File: config.mk
export PLATFORM = sky130hd
export DESIGN_NAME = request_lifecycle_tracker
export DESIGN_NICKNAME = d
export VERILOG_FILES = /design/src/rlt_pkg.sv /design/src/request_lifecycle_tracker.sv /design/src/rlt_step.sv
export SDC_FILE = /design/constraint.sdc
export NUM_CORES = 1
export LEC_CHECK = 0
export BUFFER_PORTS_ARGS = -buffer_cell sky130_fd_sc_hd__buf_2
export CAP_MARGIN = 10
export CORE_ASPECT_RATIO = 1.4
export CORE_MARGIN = 2
export CORE_UTILIZATION = 45
export DETAILED_ROUTE_END_ITERATION = 10
export PLACE_DENSITY = 0.74
export SYNTH_ARGS = -nofsm -noshare
export SYNTH_HDL_FRONTEND = slang
export SYNTH_SLANG_ARGS = --single-unit
File: constraint.sdc
create_clock -name clock -period 11.32 [get_ports clock]
set_input_delay 0.566 -clock clock [delete_from_list [all_inputs] [get_ports clock]]
set_output_delay 0.566 -clock clock [all_outputs]
set_load 0.02 [all_outputs]
File: src/rlt_pkg.sv
// ----------------------------------------------------------------------------
// rlt_pkg
// Types and constants shared by the request lifecycle tracker.
// ----------------------------------------------------------------------------
package rlt_pkg;

   localparam int unsigned TIME_W  = 64;
   localparam int unsigned TAG_W   = 32;
   localparam int unsigned LIMIT_W = 32;
   localparam int unsigned CSR_INDEX_W = 8;

   localparam logic [LIMIT_W-1:0] COOLDOWN_RESET = 32'd60000000;
   localparam logic [LIMIT_W-1:0] EXPIRY_RESET   = 32'd90000000;

   localparam logic [CSR_INDEX_W-1:0] CSR_COOLDOWN = 8'd0;
   localparam logic [CSR_INDEX_W-1:0] CSR_EXPIRY   = 8'd1;

   typedef enum logic [1:0] {
      KIND_ENQUEUE = 2'd0,
      KIND_TAKE    = 2'd1,
      KIND_EXPIRE  = 2'd2,
      KIND_FINISH  = 2'd3
   } kind_type;

   typedef enum logic [1:0] {
      PH_IDLE    = 2'd0,
      PH_PENDING = 2'd1,
      PH_READY   = 2'd2,
      PH_ERROR   = 2'd3
   } phase_type;

   typedef enum logic [1:0] {
      ERR_NONE    = 2'd0,
      ERR_EXPIRED = 2'd1,
      ERR_FAILED  = 2'd2,
      ERR_CALLER  = 2'd3
   } error_type;

   typedef enum logic [2:0] {
      RSN_NONE     = 3'd0,
      RSN_MAINT    = 3'd1,
      RSN_OFFLINE  = 3'd2,
      RSN_CLOCK    = 3'd3,
      RSN_BUSY     = 3'd4,
      RSN_COOLDOWN = 3'd5
   } reason_type;

   typedef struct packed {
      kind_type                kind;
      logic signed [TIME_W-1:0] now_us;
      logic                    link_online;
      logic                    clock_ok;
      logic                    in_maintenance;
      logic [TAG_W-1:0]        finish_tag;
      logic                    has_result;
      logic                    error_supplied;
   } item_type;

   typedef struct packed {
      phase_type                phase;
      logic                     ever_requested;
      logic                     awaiting_take;
      logic                     job_running;
      logic signed [TIME_W-1:0] request_time;
      logic [TAG_W-1:0]         generation;
      error_type                stored_error;
   } state_type;

   typedef struct packed {
      logic             accepted;
      reason_type       reject_reason;
      logic [TAG_W-1:0] grant_tag;
      phase_type        phase_now;
      error_type        error_code;
   } result_type;

endpackage

File: src/request_lifecycle_tracker.sv
// ----------------------------------------------------------------------------
// request_lifecycle_tracker
// Tracks one outstanding request through idle, pending, ready and error.
// ----------------------------------------------------------------------------
// One operation is taken per cycle while the result side does not stall,
// and each gives exactly one result. An operation is held in an input
// register, evaluated combinationally against the tracker state and lands
// in the result register, which presents the result until it transfers.
// A stalled result holds the operation in the input register and stalls
// the request side. The state updates as the operation moves into the
// result register, so the next operation always sees it.
// Configuration writes are taken in every cycle; write them only while no
// operation is in flight.
module request_lifecycle_tracker (
   input  logic                               clock,
   input  logic                               reset,

   input  logic                               req_valid,
   output logic                               req_stall,
   input  logic [1:0]                         req_kind,
   input  logic signed [rlt_pkg::TIME_W-1:0]  req_now_us,
   input  logic                               req_link_online,
   input  logic                               req_clock_ok,
   input  logic                               req_in_maintenance,
   input  logic [rlt_pkg::TAG_W-1:0]          req_finish_tag,
   input  logic                               req_has_result,
   input  logic                               req_error_supplied,

   output logic                               rsp_valid,
   input  logic                               rsp_stall,
   output logic                               rsp_accepted,
   output logic [2:0]                         rsp_reject_reason,
   output logic [rlt_pkg::TAG_W-1:0]          rsp_grant_tag,
   output logic [1:0]                         rsp_phase_now,
   output logic [1:0]                         rsp_error_code,

   input  logic                               csr_valid,
   output logic                               csr_ready,
   input  logic [rlt_pkg::CSR_INDEX_W-1:0]    csr_index,
   input  logic [rlt_pkg::LIMIT_W-1:0]        csr_data
);
   import rlt_pkg::*;

   logic                 item_valid_ff;
   logic                 item_valid_in;
   item_type             item_ff;
   state_type            state_ff;
   state_type            state_next;
   result_type           result_next;
   result_type           result_ff;
   logic                 rsp_valid_ff;
   logic                 rsp_valid_in;
   logic [LIMIT_W-1:0]   cooldown_ff;
   logic [LIMIT_W-1:0]   expiry_ff;
   logic                 out_free;
   logic                 advance;
   logic                 req_take;

   assign out_free  = !rsp_valid_ff || !rsp_stall;
   assign advance   = item_valid_ff && out_free;
   assign req_stall = item_valid_ff && !out_free;
   assign req_take  = req_valid && !req_stall;
   assign csr_ready = 1'b1;

   assign item_valid_in = req_take || (item_valid_ff && !advance);
   assign rsp_valid_in  = advance || (rsp_valid_ff && rsp_stall);

   rlt_step u_step (
      .item        (item_ff),
      .state       (state_ff),
      .cooldown_us (cooldown_ff),
      .expiry_us   (expiry_ff),
      .state_next  (state_next),
      .result      (result_next)
   );

   always_ff @(posedge clock) begin
      if (reset) begin
         item_valid_ff <= 1'b0;
         rsp_valid_ff  <= 1'b0;
         cooldown_ff   <= COOLDOWN_RESET;
         expiry_ff     <= EXPIRY_RESET;
         state_ff      <= '{phase: PH_IDLE, stored_error: ERR_NONE, default: '0};
      end else begin
         item_valid_ff <= item_valid_in;
         rsp_valid_ff  <= rsp_valid_in;
         if (advance) begin
            state_ff <= state_next;
         end
         if (csr_valid && csr_ready) begin
            if (csr_index == CSR_COOLDOWN) begin
               cooldown_ff <= csr_data;
            end else if (csr_index == CSR_EXPIRY) begin
               expiry_ff <= csr_data;
            end
         end
      end
   end

   always_ff @(posedge clock) begin
      if (req_take) begin
         item_ff.kind           <= kind_type'(req_kind);
         item_ff.now_us         <= req_now_us;
         item_ff.link_online    <= req_link_online;
         item_ff.clock_ok       <= req_clock_ok;
         item_ff.in_maintenance <= req_in_maintenance;
         item_ff.finish_tag     <= req_finish_tag;
         item_ff.has_result     <= req_has_result;
         item_ff.error_supplied <= req_error_supplied;
      end
      if (advance) begin
         result_ff <= result_next;
      end
   end

   assign rsp_valid         = rsp_valid_ff;
   assign rsp_accepted      = result_ff.accepted;
   assign rsp_reject_reason = result_ff.reject_reason;
   assign rsp_grant_tag     = result_ff.grant_tag;
   assign rsp_phase_now     = result_ff.phase_now;
   assign rsp_error_code    = result_ff.error_code;

   a_accept_pending: assert property (@(posedge clock) disable iff (reset)
      rsp_valid_ff && result_ff.accepted |-> result_ff.phase_now == PH_PENDING)
      else $error("accepted result without pending phase");

   a_reject_excl: assert property (@(posedge clock) disable iff (reset)
      rsp_valid_ff && (result_ff.reject_reason != RSN_NONE) |-> !result_ff.accepted)
      else $error("rejected result marked accepted");

   a_error_phase: assert property (@(posedge clock) disable iff (reset)
      state_ff.stored_error != ERR_NONE |-> state_ff.phase == PH_ERROR)
      else $error("stored error outside error phase");

   a_running_pending: assert property (@(posedge clock) disable iff (reset)
      state_ff.job_running |-> state_ff.phase == PH_PENDING && !state_ff.awaiting_take)
      else $error("running job outside pending phase");

   a_state_hold: assert property (@(posedge clock) disable iff (reset)
      !advance |=> $stable(state_ff))
      else $error("state changed without a transfer");

endmodule

File: src/rlt_step.sv
// ----------------------------------------------------------------------------
// rlt_step
// Evaluates one operation against the tracker state: next state and result.
// ----------------------------------------------------------------------------
module rlt_step (
   input  rlt_pkg::item_type                 item,
   input  rlt_pkg::state_type                state,
   input  logic [rlt_pkg::LIMIT_W-1:0]       cooldown_us,
   input  logic [rlt_pkg::LIMIT_W-1:0]       expiry_us,
   output rlt_pkg::state_type                state_next,
   output rlt_pkg::result_type               result
);
   import rlt_pkg::*;

   logic              time_back;
   logic [TIME_W-1:0] age;
   logic              in_cooldown;
   logic              aged_out;
   logic              can_take;

   assign time_back   = item.now_us < state.request_time;
   assign age         = TIME_W'(item.now_us) - TIME_W'(state.request_time);
   assign in_cooldown = time_back || (age < {{(TIME_W-LIMIT_W){1'b0}}, cooldown_us});
   assign aged_out    = time_back || (age > {{(TIME_W-LIMIT_W){1'b0}}, expiry_us});
   assign can_take    = (state.phase == PH_PENDING) && state.awaiting_take
                        && !state.job_running;

   always_comb begin
      state_next = state;
      result.accepted      = 1'b0;
      result.reject_reason = RSN_NONE;
      result.grant_tag     = '0;

      unique case (item.kind)
         KIND_ENQUEUE: begin
            priority if (item.in_maintenance) begin
               result.reject_reason = RSN_MAINT;
            end else if (!item.link_online) begin
               result.reject_reason = RSN_OFFLINE;
            end else if (!item.clock_ok) begin
               result.reject_reason = RSN_CLOCK;
            end else if (state.phase == PH_PENDING) begin
               result.reject_reason = RSN_BUSY;
            end else if (state.ever_requested && in_cooldown) begin
               result.reject_reason = RSN_COOLDOWN;
            end else begin
               result.accepted           = 1'b1;
               state_next.ever_requested = 1'b1;
               state_next.awaiting_take  = 1'b1;
               state_next.job_running    = 1'b0;
               state_next.phase          = PH_PENDING;
               state_next.request_time   = item.now_us;
               state_next.generation     = state.generation + 1'b1;
               state_next.stored_error   = ERR_NONE;
            end
         end
         KIND_TAKE: begin
            if (can_take) begin
               state_next.awaiting_take = 1'b0;
               if (aged_out) begin
                  state_next.phase        = PH_ERROR;
                  state_next.stored_error = ERR_EXPIRED;
               end else begin
                  state_next.job_running = 1'b1;
                  result.accepted        = 1'b1;
                  result.grant_tag       = state.generation;
               end
            end
         end
         KIND_EXPIRE: begin
            if (can_take && aged_out) begin
               state_next.awaiting_take = 1'b0;
               state_next.phase         = PH_ERROR;
               state_next.stored_error  = ERR_EXPIRED;
            end
         end
         KIND_FINISH: begin
            if ((state.phase == PH_PENDING) && state.job_running
                && (state.generation == item.finish_tag)) begin
               state_next.job_running = 1'b0;
               if (item.has_result) begin
                  state_next.phase        = PH_READY;
                  state_next.stored_error = ERR_NONE;
               end else begin
                  state_next.phase        = PH_ERROR;
                  state_next.stored_error = item.error_supplied ? ERR_CALLER : ERR_FAILED;
               end
            end
         end
         default: begin
            state_next = state;
         end
      endcase

      result.phase_now  = state_next.phase;
      result.error_code = state_next.stored_error;
   end

endmodule

==> results of run 1 <==
-- worst min-delay path by stage --
stage / start / to / cells after the start
after floorplan: cooldown_ff[0] / cooldown_ff[0] / 2
after global placement: state_ff[43] / state_ff[43] / 2
after detailed placement: state_ff[75] / state_ff[75] / 2
after CTS: req_finish_tag[11] / item_ff[13] / 1
after global routing: req_finish_tag[12] / item_ff[14] / 1
final: req_finish_tag[4] / item_ff[6] / 1
-- sequential cells by signal, summed over array words and instances, names as in the netlist --
register           cells
cooldown_ff           32
expiry_ff             32
item_ff              103
item_valid_ff          1
rsp_accepted           1
rsp_error_code         2
rsp_grant_tag         32
rsp_phase_now          2
rsp_reject_reason      3
rsp_valid              1
state_ff             103
-- cells in the final DEF (no fill, tap or decap), drive strengths merged, types with 9 or more instances in the layout --
cell type,netlist,layout
a211oi,13,13
and3,13,13
xnor2,59,59
a21o,50,50
o311ai,9,9
inv,160,164
clkbuf,59,37
buf,41,199
nor3,36,36
dfxtp,169,169
clkinv,1,9
o211ai,39,39
or2,10,10
a21oi,231,231
edfxtp,143,143
nand4,69,69
nor4,15,15
ha,132,132
nand2b,9,9
nand3,33,33
nor2b,13,13
nand2,348,348
xor2,20,20
and2,32,32
o21bai,10,10
a31oi,14,14
o21ai,72,72
o21a,17,17
nor2,112,112
-- through the flow --
step / worst slack (ps) / hold slack (ps)
final: 4790 / 142
after global routing: 4440 / 123
after floorplan: 5400 / 434
after global placement: 5010 / 441
after CTS: 4870 / 111
after detailed placement: 4920 / 446
-- worst reg2reg max path, delay by kind of cell, from the launching register on --
| family | cells | cell delay (ps) |
|---|---|---|
| buf+inv | 1 | 410 |
| flops | 1 | 410 |
| compound gates | 13 | 2680 |
| simple gates | 6 | 1680 |
| mux | 1 | 350 |
| xor+xnor | 1 | 220 |
| fa+ha+maj | 2 | 690 |
-- metal layers --
metal  wire, µm  GRT usage [%]  up-vias
met5          0              0        -
met4       2280           10.4        0
met3       2900           3.03      132
met2      25000           41.0      525
met1      20600           28.7     7286
li1           -              -     7571
-- power by group through the flow --
stage	clock [µW]	sequential (µW)	combinational, µW
floorplan	0	1260	226
global placement	0	1250	346
detailed placement	0	1250	350
CTS	1090	1230	352
global route	1130	1230	390
finish	1070	1230	356
-- area by class of cell --
cell class / count / share of cell area, %
clock inverters: 21 / 1.13
clock buffers: 37 / 4.04
flip-flops and latches: 312 / 37.5
multi-input cells: 1481 / 46.1
diodes: 1 / 0.0122
inverters: 161 / 2.95
well taps: 534 / 3.26
repair buffers: 199 / 5.00
-- kinds of logic after synthesis --
logic type,count (synthesis),share of synthesized area (%)
simple gates,731,19.1
other cells,1,0.0207
compound gates,526,19.2
buf+inv,261,5.67
flops,312,42.3
fa+ha+maj,133,9.21
xor+xnor,79,3.81
mux,11,0.648
==> metrics, run 1 <==
share of cells above drive strength 1=14.2%; core area=40100 µm²; area of the mapped netlist=18100 µm²; Pleak=about 0.0075 µW; FF+latch area=7680 µm²; biggest area consumer among synthesized cells=edfxtp_1; total track usage=23.4%; number of max-cap violations=0; Post-layout nets=2467; Via density=about 5.6; internal power=1960 µW; largest net degree at the start of global routing=89; fin cells=about 2700; Iter 0 DRT Violations=1263; NetSw=691 µW; Slew Limit Headroom=between 30% and 40%; fmax=0.153 GHz; Final min period=6530 ps; die area=42000 µm²; first-pass detailed-route iteration total=8; global-route wire length before repair=79600 µm; Std-Cell Rows=87; Seq pwr share=between 40% and 50%; CP endpoint=state_ff[7]; routed vias=~16000; Sw Ratio=26.1%; Synth Flop Type=dfxtp_1; post-route cell area=20500 µm²; top cells by area, synth=edfxtp_1 24%, dfxtp_1 19%, ha_1 9.1%, nand2_1 7.2%, a21oi_1 6.1%; Startpoint Class=flip-flop; Hold Path Class=input pin to flip-flop; Crit path arrival time=7010 ps; register area share after synthesis=between 40% and 50%; H-tree lvl count=1; GPL Wtd Cong=approximately 0.99; asr flop ratio synth=0%; Syn Area/Cell=between 8 and 9 µm²; Worst Path Required=approximately 12000 ps; Area growth, synth to finish=12.9%; die width=174 µm; die height=~240 µm; status=finished clean; top-area cell type share of the netlist area=a little under a quarter; worst skew pair latency=600 ps; Num CTS Buffers=31; slack of the worst reg-to-reg path=4790 ps; Port Buffers=189; clock network fraction of total power=40.2%; top cell family by delay on the critical path=compound AO/OA/AOI/OAI gates; antenna-violating nets left=0; CTS max path bufs=3; fin crit share=slightly below 60%; RR Startpoint=item_ff[41]; Post-Syn Nets=between 2000 and 2500; CP Depth=24; final WL=50800 µm; Logic pwr share=13.4%; Ys Warns=0; P per Cell Area=129 nW/µm²; initial antenna violation count=1; Clock Skew=20.1 ps; Setup Crit Path Kind=flip-flop to flip-flop; R2R Path End=state_ff[7]; WL per Instance=about 18 µm; Synth cell types=98; worst path buffer plus inverter count=1; io pins=around 190; Synth top cells by count=347 x nand2_1, 221 x a21oi_1, 169 x dfxtp_1, 159 x inv_1, 143 x edfxtp_1; Post-DP HPWL=between 30000 and 40000 µm; CTS sink count=312; cells on worst reg2reg path=24; CP max-delay cell=nor3_1; Post-synth EDFFs=143; Post-CTS Setup Bufs=0; most instantiated library cell after synthesis=nand2_1; DRC errors left=0; post-layout util=51.1%; Pwr Total=2650 µW; worst-margin pin slew=1030 ps; largest stage delay on the critical path=about 560 ps; final hold viol count=0; Fill cells=3858; VDD IR-drop max=0.000126 V; GR Overflow Total=0; final setup TNS=0 ps; TritonCTS clock tree=done; Yosys reg bits=312; CP cell instances=ha_1 -> a21oi_1 -> nand2_1 -> o21ai_1 -> nand2b_1 -> a21oi_1 -> o21bai_1 -> a21oi_1 -> xnor2_1 -> ha_1 -> a21o_1 -> a21o_1 -> a21o_1 -> a21o_1 -> a21oi_1 -> o211ai_1 -> o211ai_1 -> nand3b_1 -> nor3_1 -> a32oi_4 -> and2_2 -> buf_4 -> nand4_1 -> mux2_2; RSZ-0062 raised after global routing=false; max-slew violations=0; vias in the first global route=15139; placed cell areas=19400 µm²; Starting Density=between 40% and 50%; CP endpoint kind=flip-flop; cts repair resizes=0; Cell Count Post-Placement=2686; Worst-path clk slew=60 ps; Post-CTS Hold Fix Bufs=0; final setup violation count=0; root buf cell=clkbuf_16; synthesized instance count=2054; area taken by multi-input logic gates=between 9000 and 10000 µm²; CP Max Fanout=41; CP startpoint=item_ff[41]
Note: power is estimated with default switching activity, not from simulation.
==> run 2: changes to the inputs <==
--- a/config.mk
+++ b/config.mk
@@ -11,7 +11,7 @@
 export CORE_MARGIN = 2
 export CORE_UTILIZATION = 45
 export DETAILED_ROUTE_END_ITERATION = 10
-export PLACE_DENSITY = 0.74
+export PLACE_DENSITY = 0.76
 export SYNTH_ARGS = -nofsm -noshare
 export SYNTH_HDL_FRONTEND = slang
 export SYNTH_SLANG_ARGS = --single-unit
==> constraint.sdc (replaced) <==
create_clock -name clock -period 5.5 [get_ports clock]
set_input_delay 0.275 -clock clock [delete_from_list [all_inputs] [get_ports clock]]
set_output_delay 0.275 -clock clock [all_outputs]
set_load 0.02 [all_outputs]
==> run 2 against run 1 <==
  * Cell count up 5.7%
  * Register-to-register slack worse by 4600 ps
  * Flip-flop and latch count unchanged
  * Die area unchanged
  * Critical path depth down 4
  * Design area up 8.1%
  * Total power up 110%
  * Clock power up 110%
  * Core utilization up 4.2 points
  * Worst setup slack worse by 4600 ps
==> metrics, run 2 (synthesized netlist as in run 1, its figures left out) <==
post-layout util=55.3%; VDD IR-drop max=0.000248 V; WHS Endpoint=expiry_ff[18]; final setup TNS=0 ps; hold depth=3; CTS sink count=312; Iter 0 DRT Violations=1482; final hold viol count=0; worst-margin pin slew=1040 ps; slack of the worst reg-to-reg path=200 ps; Starting Density=45.3%; Std-Cell Rows=87; io pins=between 150 and 200; Port Buffers=189; cells on worst reg2reg path=20; Num CTS Buffers=34; Fin Hold WS=13.9 ps; total track usage=24.9%; CTS max path bufs=3; fin crit share=96.3%; die area=approximately 42000 µm²; final setup violation count=0; Crit path arrival time=5710 ps; H-tree lvl count=2; die width=about 170 µm; largest net degree at the start of global routing=83; antenna-violating nets left=0; Slew Limit Headroom=30.6%; WL per Instance=18.5 µm; Cell Count Post-Placement=2709; CP Max Fanout=13; root buf cell=clkbuf_16; top flop regs=item_ff: 103 flops, state_ff: 103 flops; routed vias=16198; Final min period=5300 ps; RR Startpoint=item_ff[37]; Worst Path Required=approximately 5900 ps; most frequent cells in the layout=347 x nand2_1, 219 x a21oi_1, 188 x buf_2; commonest non-fill, non-tap cell in the layout=nand2_1; CP endpoint kind=flip-flop; Startpoint Class=flip-flop; Post-DP HPWL=39700 µm; R2R Path End=state_ff[33]; Pleak=0.00821 µW; GPL Wtd Cong=0.922; max-slew violations=0; Setup Crit Path Kind=flip-flop to flip-flop; first-pass detailed-route iteration total=8; Clock Skew=between 10 and 15 ps; DRC errors left=0; global-route wire length before repair=83800 µm; Area growth, synth to finish=22.1%; die height=~240 µm; number of max-cap violations=0; worst skew pair latency=540 ps; share of cells above drive strength 1=15.0%; Hold Path Class=input pin to flip-flop; Via density=around 5.6; fin cells=2903; initial antenna violation count=1; status=finished clean; core area=40100 µm²; final WL=53600 µm; fmax=0.189 GHz; GR Overflow Total=0; TritonCTS clock tree=done; Worst-path clk slew=60 ps; min-delay src=csr_data[18]; P per Cell Area=256 nW/µm²; Fill cells=3558; Post-layout nets=2623; vias in the first global route=15985
## run 2: cell count changes in the layout (fill, tap and decap cells not counted), sizes merged
cell / change
buf: +25
bufinv: -3
clkbuf: +10
clkinv: +2
clkinvlp: -4
dlygate4sd3: +128
inv: -1
## run 2: worst max-delay path, cell delays in order, from the launching register on
cell and delay, ps:
edfxtp_1 360, inv_1 50, ha_1 220, fa_1 410, nand2b_2 240, a21oi_1 210, o211ai_1 260, a21boi_2 340
o21ai_0 110, o21bai_1 270, xor2_2 160, ha_1 340, nand4_1 100, nor2_1 130, o21ai_0 110, a311oi_1 400
nor3_4 100, a32oi_4 300, nand2_4 170, or4_1 560, mux2_1 320
## run 2: through the flow
| stage | instance area [µm²] | worst slack [ps] | power, µW |
|---|---|---|---|
| global placement | 19600 | 150 | 3310 |
| global route | 22200 | -14.4 | 5880 |
| floorplan | 18200 | 799 | 3050 |
| CTS | 22100 | 20.8 | 5690 |
| detailed placement | 19600 | 54.0 | 3310 |
| finish | 22200 | 204 | 5660 |
## run 2: layer usage
layer	global-route usage, %	up-vias	wire length (µm)
li1	-	7890	-
met1	29.7	7666	21800
met2	45.1	523	27100
met3	2.86	119	2400
met4	10.2	0	2270
met5	0	-	0
## run 2: what timing repair did
item                                    4_1_cts  5_1_grt
endpoints found under the setup margin        0      138
buffers inserted                              0        3
endpoints found under the hold margin       151        0
hold buffers                                128        0
resized for setup                             0       14
## run 2: worst max path at each step
| stage | start | to | slack, ps | depth (start not counted) |
|---|---|---|---|---|
| floorplan | item_ff[41] | state_ff[38] | 800 | 25 |
| global placement | item_ff[41] | state_ff[2] | 150 | 24 |
| detailed placement | item_ff[37] | state_ff[33] | 50 | 22 |
| CTS | item_ff[37] | state_ff[33] | 20 | 22 |
| global route | item_ff[37] | state_ff[33] | -10 | 20 |
| finish | item_ff[37] | state_ff[33] | 200 | 20 |
## run 2: cell type report
type / count / area (µm²) / area share [%]
inverters: 161 / 604 / 2.73
diodes: 1 / 2.50 / 0.0113
clock inverters: 15 / 131 / 0.593
flip-flops and latches: 312 / 7680 / 34.7
multi-input cells: 1481 / 9520 / 43.0
clock buffers: 47 / 1000 / 4.53
repair buffers: 352 / 2540 / 11.5
well taps: 534 / 668 / 3.02
## run 2: power breakdown
group          internal [µW]  switching, µW  leakage, µW  total, µW
Sequential              2490           34.3      0.00273       2530
Clock                   1340            962     0.000562       2300
Combinational            341            487      0.00492        827
